===== config.mk =====
export PLATFORM = sky130hd
export DESIGN_NAME = psg_tone_noise_envelope_core
export DESIGN_NICKNAME = d
export VERILOG_FILES = /design/src/sv/psg_pkg.sv /design/src/sv/psg_front.sv /design/src/sv/psg_queue.sv /design/src/sv/psg_back.sv /design/src/sv/psg_tone_noise_envelope_core.sv
export SDC_FILE = /design/constraint.sdc
export NUM_CORES = 1
export LEC_CHECK = 0
export BUFFER_PORTS_ARGS = -buffer_cell sky130_fd_sc_hd__buf_4
export CORE_MARGIN = 1.5
export CORE_UTILIZATION = 60
export CTS_CLUSTER_SIZE = 25
export DETAILED_ROUTE_END_ITERATION = 16
export MAX_ROUTING_LAYER = met4
export PLACE_DENSITY = 0.78
export SYNTH_ARGS = -nofsm -noshare
export SYNTH_HDL_FRONTEND = slang
export SYNTH_SLANG_ARGS = --single-unit
export TNS_END_PERCENT = 100

===== constraint.sdc =====
create_clock -name clock -period 5 [get_ports clock]
set_clock_uncertainty 0.05 [all_clocks]
set_input_delay 0.75 -clock clock [delete_from_list [all_inputs] [get_ports clock]]
set_output_delay 0.75 -clock clock [all_outputs]
set_load 0.005 [all_outputs]

===== src/sv/psg_pkg.sv =====
// Package for the three-voice sound generator core.
// Holds the word types, command codes, register numbers and reset constants.
// No dependencies; every other file of the block imports it.
package psg_pkg;

   localparam int VOICES              = 3;
   localparam int NUM_REGS            = 14;
   localparam int QUEUE_DEPTH_DEFAULT = 2;

   // Action codes of an incoming word.
   localparam logic [1:0] ACT_WRITE = 2'd0;
   localparam logic [1:0] ACT_READ  = 2'd1;
   localparam logic [1:0] ACT_TICK  = 2'd2;

   // Sound register numbers.
   localparam logic [3:0] REG_NOISE    = 4'd6;
   localparam logic [3:0] REG_MIXER    = 4'd7;
   localparam logic [3:0] REG_VOL_BASE = 4'd8;
   localparam logic [3:0] REG_ENV_LO   = 4'd11;
   localparam logic [3:0] REG_ENV_HI   = 4'd12;
   localparam logic [3:0] REG_SHAPE    = 4'd13;

   // Reset values.
   localparam logic [7:0]        MIXER_RESET        = 8'h3F;
   localparam logic [7:0]        SHAPE_RESET        = 8'h0A;
   localparam logic [16:0]       ENV_COUNT_RESET    = 17'h10000;
   localparam logic [VOICES-1:0] VOICE_ENABLE_RESET = 3'b111;

   typedef struct packed {
      logic [1:0] action;
      logic [3:0] reg_index;
      logic [7:0] write_value;
   } req_word_type;

   typedef struct packed {
      logic       is_level;
      logic [7:0] read_data;
      logic [3:0] level_a;
      logic [3:0] level_b;
      logic [3:0] level_c;
   } rsp_word_type;

   typedef enum logic [1:0] {
      CMD_WRITE,
      CMD_READ,
      CMD_READ_NULL,
      CMD_TICK
   } cmd_op_type;

   typedef struct packed {
      cmd_op_type op;
      logic [3:0] index;
      logic [7:0] value;
   } cmd_type;

endpackage


===== src/sv/psg_front.sv =====
// Front end of the sound generator: accepts request words and classifies them.
// Depends on psg_pkg; feeds psg_queue.
module psg_front (
   input  logic                  req_valid,
   output logic                  req_ready,
   input  psg_pkg::req_word_type req_data,
   input  logic                  queue_full,
   output logic                  push,
   output psg_pkg::cmd_type      push_cmd
);
   import psg_pkg::*;

   logic keep;

   // Words that have no effect (writes beyond the register file, unused
   // action code) are accepted and dropped here so they cost the back end nothing.
   always_comb begin
      keep           = 1'b0;
      push_cmd.op    = CMD_TICK;
      push_cmd.index = req_data.reg_index;
      push_cmd.value = req_data.write_value;
      case (req_data.action)
         ACT_WRITE: begin
            keep        = (req_data.reg_index < 4'(NUM_REGS));
            push_cmd.op = CMD_WRITE;
         end
         ACT_READ: begin
            keep        = 1'b1;
            push_cmd.op = (req_data.reg_index < 4'(NUM_REGS)) ? CMD_READ : CMD_READ_NULL;
         end
         ACT_TICK: begin
            keep        = 1'b1;
            push_cmd.op = CMD_TICK;
         end
         default: begin
            keep = 1'b0;
         end
      endcase
   end

   assign req_ready = !queue_full;
   assign push      = req_valid && req_ready && keep;

endmodule


===== src/sv/psg_queue.sv =====
// Command queue between the front end and the execution back end.
// Depends on psg_pkg for the command type.
module psg_queue #(
   parameter int DEPTH = psg_pkg::QUEUE_DEPTH_DEFAULT
) (
   input  logic             clock,
   input  logic             reset,
   input  logic             push,
   input  psg_pkg::cmd_type push_cmd,
   output logic             full,
   input  logic             pop,
   output logic             head_valid,
   output psg_pkg::cmd_type head_cmd
);
   import psg_pkg::*;

   localparam int PTR_W = (DEPTH > 1) ? $clog2(DEPTH) : 1;
   localparam int CNT_W = $clog2(DEPTH + 1);

   cmd_type          slot_ff [DEPTH];
   logic [PTR_W-1:0] wr_ptr_ff, wr_ptr_in;
   logic [PTR_W-1:0] rd_ptr_ff, rd_ptr_in;
   logic [CNT_W-1:0] count_ff, count_in;

   assign full       = (count_ff == CNT_W'(DEPTH));
   assign head_valid = (count_ff != '0);
   assign head_cmd   = slot_ff[rd_ptr_ff];

   always_comb begin
      wr_ptr_in = wr_ptr_ff;
      rd_ptr_in = rd_ptr_ff;
      count_in  = count_ff;
      if (push) begin
         wr_ptr_in = (wr_ptr_ff == PTR_W'(DEPTH - 1)) ? '0 : wr_ptr_ff + PTR_W'(1);
      end
      if (pop) begin
         rd_ptr_in = (rd_ptr_ff == PTR_W'(DEPTH - 1)) ? '0 : rd_ptr_ff + PTR_W'(1);
      end
      if (push && !pop) begin
         count_in = count_ff + CNT_W'(1);
      end else if (pop && !push) begin
         count_in = count_ff - CNT_W'(1);
      end
   end

   always_ff @(posedge clock) begin
      if (reset) begin
         wr_ptr_ff <= '0;
         rd_ptr_ff <= '0;
         count_ff  <= '0;
      end else begin
         wr_ptr_ff <= wr_ptr_in;
         rd_ptr_ff <= rd_ptr_in;
         count_ff  <= count_in;
      end
   end

   always_ff @(posedge clock) begin
      if (push) begin
         slot_ff[wr_ptr_ff] <= push_cmd;
      end
   end

endmodule


===== src/sv/psg_back.sv =====
// Execution back end: sound registers, tone, noise and envelope generators,
// mixer and the registered response word. Depends on psg_pkg.
module psg_back (
   input  logic                         clock,
   input  logic                         reset,
   input  logic                         csr_write_enable,
   input  logic [psg_pkg::VOICES-1:0]   csr_write_data,
   input  logic                         head_valid,
   input  psg_pkg::cmd_type             head_cmd,
   output logic                         head_pop,
   output logic                         rsp_valid,
   input  logic                         rsp_ready,
   output psg_pkg::rsp_word_type        rsp_data
);
   import psg_pkg::*;

   logic [7:0]        reg_file_ff [NUM_REGS];
   logic [7:0]        reg_file_in [NUM_REGS];
   logic [VOICES-1:0] voice_enable_ff, voice_enable_in;
   logic [11:0]       tone_count_ff [VOICES];
   logic [11:0]       tone_count_in [VOICES];
   logic [VOICES-1:0] tone_phase_ff, tone_phase_in;
   logic [6:0]        noise_count_ff, noise_count_in;
   logic [16:0]       noise_shift_ff, noise_shift_in;
   logic [16:0]       env_count_ff, env_count_in;
   logic [5:0]        env_pos_ff, env_pos_in;
   logic              env_inc_ff, env_inc_in;
   logic              env_cont_ff, env_cont_in;
   logic              env_alt_ff, env_alt_in;
   logic              rsp_valid_ff, rsp_valid_in;
   rsp_word_type      rsp_data_ff, rsp_data_in;

   // Values after one tick.
   logic [6:0]        noise_period, noise_step, tick_noise_count;
   logic              noise_hit;
   logic [16:0]       tick_noise_shift;
   logic [15:0]       env_period;
   logic              env_hit, env_turn;
   logic [5:0]        env_pos_step, tick_env_pos;
   logic              tick_env_inc, tick_env_cont, tick_env_alt;
   logic [16:0]       tick_env_count;
   logic [4:0]        env_word;
   logic [3:0]        env_level;
   logic [7:0]        shape, mixer;
   logic [11:0]       tone_period [VOICES];
   logic [11:0]       tick_tone_count [VOICES];
   logic [VOICES-1:0] tick_tone_phase;
   logic [4:0]        volume [VOICES];
   logic [3:0]        amplitude [VOICES];
   logic [3:0]        level [VOICES];

   always_comb begin
      shape = reg_file_ff[REG_SHAPE];
      mixer = reg_file_ff[REG_MIXER];

      // Noise: the shift register steps when the count reaches twice the period.
      noise_period     = {reg_file_ff[REG_NOISE][5:0], 1'b0};
      noise_step       = noise_count_ff + 7'd1;
      noise_hit        = (noise_step >= noise_period);
      tick_noise_count = noise_hit ? 7'd0 : noise_step;
      tick_noise_shift = noise_hit ? {noise_shift_ff[0] ^ noise_shift_ff[2], noise_shift_ff[16:1]}
                                   : noise_shift_ff;

      // Envelope.
      env_period = {reg_file_ff[REG_ENV_HI], reg_file_ff[REG_ENV_LO]};
      if (env_period == 16'd0) begin
         env_period = 16'd1;
      end
      env_hit        = (env_count_ff >= {1'b0, env_period});
      env_pos_step   = env_pos_ff + {5'd0, env_inc_ff};
      tick_env_pos   = env_hit ? env_pos_step : env_pos_ff;
      env_turn       = env_hit && (env_pos_step[5] != env_pos_ff[5]);
      tick_env_inc   = env_turn ? ~shape[0] : env_inc_ff;
      tick_env_cont  = env_turn ? shape[3] : env_cont_ff;
      tick_env_alt   = (env_turn && (shape[0] ^ shape[1])) ? ~env_alt_ff : env_alt_ff;
      tick_env_count = (env_hit ? 17'd0 : env_count_ff) + 17'd1;
      env_word       = (tick_env_pos[4:0] ^ {5{tick_env_alt}}) & {5{tick_env_cont}};
      env_level      = env_word[4:1];

      // Tone counters and per-voice mixing.
      for (int i = 0; i < VOICES; i++) begin
         tone_period[i] = {reg_file_ff[2 * i + 1][3:0], reg_file_ff[2 * i]};
         if (tone_period[i] == 12'd0) begin
            tone_period[i] = 12'd1;
         end
         if (tone_count_ff[i] >= tone_period[i]) begin
            tick_tone_count[i] = 12'd1;
            tick_tone_phase[i] = ~tone_phase_ff[i];
         end else begin
            tick_tone_count[i] = tone_count_ff[i] + 12'd1;
            tick_tone_phase[i] = tone_phase_ff[i];
         end
         volume[i]    = reg_file_ff[int'(REG_VOL_BASE) + i][4:0];
         amplitude[i] = volume[i][4] ? env_level : volume[i][3:0];
         level[i]     = ((tick_tone_phase[i] | mixer[i])
                         && (tick_noise_shift[0] | mixer[VOICES + i])
                         && voice_enable_ff[i]) ? amplitude[i] : 4'd0;
      end
   end

   assign head_pop = head_valid
                     && ((head_cmd.op == CMD_WRITE) || !rsp_valid_ff || rsp_ready);

   always_comb begin
      reg_file_in     = reg_file_ff;
      voice_enable_in = csr_write_enable ? csr_write_data : voice_enable_ff;
      tone_count_in   = tone_count_ff;
      tone_phase_in   = tone_phase_ff;
      noise_count_in  = noise_count_ff;
      noise_shift_in  = noise_shift_ff;
      env_count_in    = env_count_ff;
      env_pos_in      = env_pos_ff;
      env_inc_in      = env_inc_ff;
      env_cont_in     = env_cont_ff;
      env_alt_in      = env_alt_ff;
      rsp_valid_in    = rsp_valid_ff && !rsp_ready;
      rsp_data_in     = rsp_data_ff;
      if (head_pop) begin
         case (head_cmd.op)
            CMD_WRITE: begin
               reg_file_in[head_cmd.index] = head_cmd.value;
               if (head_cmd.index == REG_SHAPE) begin
                  // A shape write restarts the envelope; it steps on the next tick.
                  env_pos_in   = 6'd0;
                  env_inc_in   = 1'b1;
                  env_cont_in  = 1'b1;
                  env_alt_in   = ~head_cmd.value[2];
                  env_count_in = ENV_COUNT_RESET;
               end
            end
            CMD_READ: begin
               rsp_valid_in = 1'b1;
               rsp_data_in  = '{is_level: 1'b0, read_data: reg_file_ff[head_cmd.index],
                                level_a: 4'd0, level_b: 4'd0, level_c: 4'd0};
            end
            CMD_READ_NULL: begin
               rsp_valid_in = 1'b1;
               rsp_data_in  = '{is_level: 1'b0, read_data: 8'd0,
                                level_a: 4'd0, level_b: 4'd0, level_c: 4'd0};
            end
            CMD_TICK: begin
               tone_count_in  = tick_tone_count;
               tone_phase_in  = tick_tone_phase;
               noise_count_in = tick_noise_count;
               noise_shift_in = tick_noise_shift;
               env_count_in   = tick_env_count;
               env_pos_in     = tick_env_pos;
               env_inc_in     = tick_env_inc;
               env_cont_in    = tick_env_cont;
               env_alt_in     = tick_env_alt;
               rsp_valid_in   = 1'b1;
               rsp_data_in    = '{is_level: 1'b1, read_data: 8'd0,
                                  level_a: level[0], level_b: level[1], level_c: level[2]};
            end
            default: begin
            end
         endcase
      end
   end

   always_ff @(posedge clock) begin
      if (reset) begin
         for (int r = 0; r < NUM_REGS; r++) begin
            reg_file_ff[r] <= (r == int'(REG_MIXER)) ? MIXER_RESET
                              : (r == int'(REG_SHAPE)) ? SHAPE_RESET : 8'd0;
         end
         voice_enable_ff        <= VOICE_ENABLE_RESET;
         tone_count_ff          <= '{default: 12'd0};
         tone_phase_ff          <= '0;
         noise_count_ff         <= 7'd0;
         noise_shift_ff         <= 17'd1;
         env_count_ff           <= ENV_COUNT_RESET;
         env_pos_ff             <= 6'd0;
         env_inc_ff             <= 1'b1;
         env_cont_ff            <= 1'b1;
         env_alt_ff             <= ~SHAPE_RESET[2];
         rsp_valid_ff           <= 1'b0;
      end else begin
         reg_file_ff     <= reg_file_in;
         voice_enable_ff <= voice_enable_in;
         tone_count_ff   <= tone_count_in;
         tone_phase_ff   <= tone_phase_in;
         noise_count_ff  <= noise_count_in;
         noise_shift_ff  <= noise_shift_in;
         env_count_ff    <= env_count_in;
         env_pos_ff      <= env_pos_in;
         env_inc_ff      <= env_inc_in;
         env_cont_ff     <= env_cont_in;
         env_alt_ff      <= env_alt_in;
         rsp_valid_ff    <= rsp_valid_in;
      end
      rsp_data_ff <= rsp_data_in;
   end

   assign rsp_valid = rsp_valid_ff;
   assign rsp_data  = rsp_data_ff;

endmodule


===== src/sv/psg_tone_noise_envelope_core.sv =====
// Top level of the three-voice tone, noise and envelope sound generator core.
// Depends on psg_pkg, psg_front, psg_queue and psg_back.
//
// This core takes one request word per clock while its queue is not full: a
// sound register write, a sound register read, or a tick that stands for one
// generation step and yields the three 4-bit channel levels. A write gives no
// response word; a read or a tick gives exactly one, in request order. Each
// word is decoded by the front end, held in a short command queue and executed
// by the back end, so the sustained rate is one word per clock while responses
// are taken. A response is registered in the output register when the back end
// takes its command from the queue; while that register is waiting to be taken,
// the queue keeps accepting words until it holds QUEUE_DEPTH of them. Writes to
// registers 14 and 15 and words with the unused action code are accepted and
// dropped in the front end. The voice enable register is written through the
// csr port; the user must write it only while the core is idle, which the core
// does not enforce. A cleared bit forces that voice's level to zero.
module psg_tone_noise_envelope_core #(
   parameter int QUEUE_DEPTH = psg_pkg::QUEUE_DEPTH_DEFAULT
) (
   input  logic                       clock,
   input  logic                       reset,
   input  logic                       req_valid,
   output logic                       req_ready,
   input  psg_pkg::req_word_type      req_data,
   output logic                       rsp_valid,
   input  logic                       rsp_ready,
   output psg_pkg::rsp_word_type      rsp_data,
   input  logic                       csr_write_enable,
   input  logic [psg_pkg::VOICES-1:0] csr_write_data
);
   import psg_pkg::*;

   logic    queue_full;
   logic    push;
   cmd_type push_cmd;
   logic    pop;
   logic    head_valid;
   cmd_type head_cmd;

   // Front end: handshake on the request side and command decode.
   psg_front u_front (
      .req_valid  (req_valid),
      .req_ready  (req_ready),
      .req_data   (req_data),
      .queue_full (queue_full),
      .push       (push),
      .push_cmd   (push_cmd)
   );

   // The queue lets the front end keep taking words while a response stalls.
   psg_queue #(
      .DEPTH (QUEUE_DEPTH)
   ) u_queue (
      .clock      (clock),
      .reset      (reset),
      .push       (push),
      .push_cmd   (push_cmd),
      .full       (queue_full),
      .pop        (pop),
      .head_valid (head_valid),
      .head_cmd   (head_cmd)
   );

   // Back end: register file, generators, mixer and response register.
   psg_back u_back (
      .clock            (clock),
      .reset            (reset),
      .csr_write_enable (csr_write_enable),
      .csr_write_data   (csr_write_data),
      .head_valid       (head_valid),
      .head_cmd         (head_cmd),
      .head_pop         (pop),
      .rsp_valid        (rsp_valid),
      .rsp_ready        (rsp_ready),
      .rsp_data         (rsp_data)
   );

endmodule

==> impl_metrics.csv <==
group,metric,value,unit
synthesis,synth_ff_type,"dfxtp_1",
layout,drive_gt1_frac,0.106,
synthesis,yosys_warnings,0,
power_and_ir_drop,power.share.clock,0.375,
clock_network,cts_tree,"done",
floorplanning,initial_core_util,0.610,
timing,min_period,4.07,ns
synthesis,synthArstFlopShare,0,
placed_design,portBuffers,44,
global_routing,track_usage,0.293,
setup_path,crit_required,5.40,ns
synthesis,synth.yosys.seq_area_share,0.444,
power_and_ir_drop,p_total,6.01,mW
synthesis,synth_compound_area_frac,0.194,
power_and_ir_drop,power_frac_seq,0.398,
synthesis,synthSimpleGateAreaFrac,0.174,
clock_network,clock_latency,0.55,ns
min_path,hold_class,"in2reg",
routing,vias_per_cell,6.18,
routing,avgRoutedWirePerCell,18.4,µm
power_and_ir_drop,pwr-share-comb,0.227,
run,max_cap_viol_count,0,
setup_path,worstPathMaxFanout,10,
power_and_ir_drop,p_per_area,419,mW/mm²
floorplanning,die-area,0.0221,mm²
synthesis,yosysTopAreaCell,"dfxtp_1",
timing,hold_ws,0.336,ns
synthesis,synth_edf_count,49,
placed_design,dp_hpwl,21400,µm
synthesis,syn_area,0.0127,mm²
clock_network,cts.sinks,258,
setup_path,cp-start-kind,"register",
synthesis,yosysMostFrequentCell,"dfxtp_1",
timing,hold_viol_final,0,
synthesis,synth_top_family_by_area,"compound AO/OA/AOI/OAI gates",
placed_design,dp_slack,1.04,ns
timing,final-setup-viol-count,0,
clock_network,cts_setup_buffers,0,
setup_path,worstSetupEndpointType,"register",
min_path,hold_start,"req_data[8]",
setup_path,cp_num_buf_inv,1,
routing,routed_wl,31500,µm
placed_design,gp_congestion,0.921,
synthesis,synthAdderAreaFrac,0.0678,
floorplanning,num_io_pins,45,
global_routing,grt_overflow,0,
setup_path,worstPathCellList,"inv_1 > ha_1 > a211oi_1 > nor2_1 > a2111oi_2 > o21ai_1 > nor2_1 > ha_1 > and3_1 > and4_1 > and3_1 > nand2_1 > nor3_1 > a21oi_1 > a311oi_1",
timing,slew_headroom,0.221,
setup_path,timing.rr.start,"u_back.reg_file_ff[10]",
outcome,outcome,"completed",
synthesis,ys_top_cells_by_count,"dfxtp_1, nor2_1, a211oi_1, nand2_1, inv_1",
layout,n_fill_cell,1603,
setup_path,cp_top_family,"simple AND/OR/NAND/NOR gates",
layout,diodes,0,
power_and_ir_drop,swShare,0.306,
timing,slew_viol_final,0,
synthesis,muxShareOfSynthArea,0.0321,
layout,regArea,0.00566,mm²
routing,drc,0,
clock_network,holdBufCountCts,0,
clock_network,cts_buffers,28,
clock_network,cts_resized,0,
synthesis,synth_xor_area_frac,0.0380,
timing,min_period_over_period,0.814,
power_and_ir_drop,internal_power,4.17,mW
setup_path,cpMaxStageDelayCell,"a2111oi_2",
global_routing,grt_max_degree,133,
routing,antenna_left,0,
timing,fin_ws,0.928,ns
timing,tns,0,ns
global_routing,grt_pass1_vias,9902,
layout,multiInputGateArea,0.00646,mm²
floorplanning,design.core.area,0.0209,mm²
synthesis,synth.avg_cell_area,9.14,µm²
routing,drtIter0Drc,865,
clock_network,cts_root_buf,"clkbuf_16",
global_routing,antenna_found_initial,0,
clock_network,clk_pin_slew_worst_paths,0.07,ns
clock_network,htree_levels,1,
routing,dr.pass1.iters,6,
power_and_ir_drop,p_leak,4.92,nW
synthesis,ys_seq_elements,258,
synthesis,synthTopCellsByArea,"dfxtp_1, edfxtp_1, a211oi_1",
setup_path,max_stage_delay,0.47,ns
timing,worst_pin_slew,1.16,ns
timing,rsz0062_at_grt,"no",
synthesis,synth_top_area_share,0.329,
layout,nets,1507,
synthesis,synth_cells,1394,
floorplanning,rows,53,
clock_network,cts_buffer_depth,3,
setup_path,worst_setup_path_startpoint,"u_back.reg_file_ff[10]",
power_and_ir_drop,peakVddDrop,0.349,mV
synthesis,yosysUniqueCellTypes,74,
synthesis,synth_nets,1485,
setup_path,crit_arrival,4.48,ns
power_and_ir_drop,switchingPower,1.84,mW
floorplanning,die_w,149,µm
layout,final_util,0.686,
setup_path,path_class,"reg2reg",
floorplanning,fp.dieH,149,µm
global_routing,grt_pass1_wl,50800,µm
timing,fmax,246,MHz
layout,syn_to_final_growth,12.6,%
routing,dr_total_vias,10600,
==> cell usage in the layout, fill, tap and decap left out, types with 39 or more instances in the layout <==
cell | Yosys | routed
dfxtp_1 | 209 | 209
nor2_1 | 200 | 200
a211oi_1 | 130 | 130
nand2_1 | 125 | 125
inv_1 | 74 | 74
buf_4 | 1 | 72
a21oi_1 | 70 | 69
ha_1 | 69 | 69
edfxtp_1 | 49 | 49
o21ai_0 | 39 | 39
==> sequential cells by signal (all words and copies together), names as in the netlist, 8 cells and up, named ones only <==
signal and flops:
u_back.env_count_ff 17, u_back.mixer 8, u_back.noise_shift_ff 17, u_back.reg_file_ff 90, u_back.rsp_data 21, u_back.shape 8, u_back.tone_count_ff 36, u_queue.slot_ff 28
==> power by group through the flow <==
stage,Sequential [mW],Clock (mW),Combinational [mW]
floorplan,2.41,0,0.843
global placement,2.43,0,1.31
detailed placement,2.43,0,1.33
CTS,2.39,2.26,1.34
global route,2.41,2.35,1.46
finish,2.39,2.25,1.37
==> kinds of logic (layout without fill, tap and decap cells) <==
logic type,after synthesis,count (layout)
adder cells (fa/ha/maj),69,69
XOR/XNOR,51,51
buffers and inverters,156,200
multiplexers,29,29
flip-flops,258,258
AO/OA/AOI/OAI,346,346
AND/OR/NAND/NOR,485,485
==> through the flow <==
step	cell area, µm²	cells
2_1_floorplan	12700	1394
3_3_place_gp	13300	1661
3_5_place_dp	13300	1661
4_1_cts	14300	1713
5_1_grt	14300	1713
6_report	14300	1713
==> worst reg2reg max path, cell delays in order, from the launching register on <==
cell and delay (ns):
dfxtp_1 0.39, inv_1 0.06, ha_1 0.31, a211oi_1 0.27, nor2_1 0.11, a2111oi_2 0.47, o21ai_1 0.37, nor2_1 0.24
ha_1 0.21, and3_1 0.22, and4_1 0.25, and3_1 0.28, nand2_1 0.07, nor3_1 0.32, a21oi_1 0.12, a311oi_1 0.24
==> path summary, 6_finish.rpt <==
check / slack, ns / depth (start not counted) / end
max reg2reg: 0.93 / 15 / u_back.env_count_ff[14]
min reg2reg: 0.40 / 2 / u_back.noise_shift_ff[6]
min: 0.34 / 1 / u_queue.slot_ff[1][8]
max: 0.93 / 15 / u_back.env_count_ff[14]
==> metal layers <==
| layer | vias to the layer above | routed length (µm) | global-route usage |
|---|---|---|---|
| met5 | - | 0 | - |
| li1 | 5113 | - | - |
| met1 | 5028 | 13600 | 0.383 |
| met2 | 382 | 14700 | 0.469 |
| met3 | 64 | 2040 | 0.0374 |
| met4 | 0 | 1070 | 0.102 |
==> area by class of cell <==
class / instances / area share
Tap cell: 275 / 0.0240
Inverter: 74 / 0.0194
Clock inverter: 18 / 0.0175
Multi-Input combinational cell: 980 / 0.451
Clock buffer: 34 / 0.0532
Sequential cell: 258 / 0.394
Timing Repair Buffer: 74 / 0.0405
No activity file was read; power rests on OpenSTA's default activity.
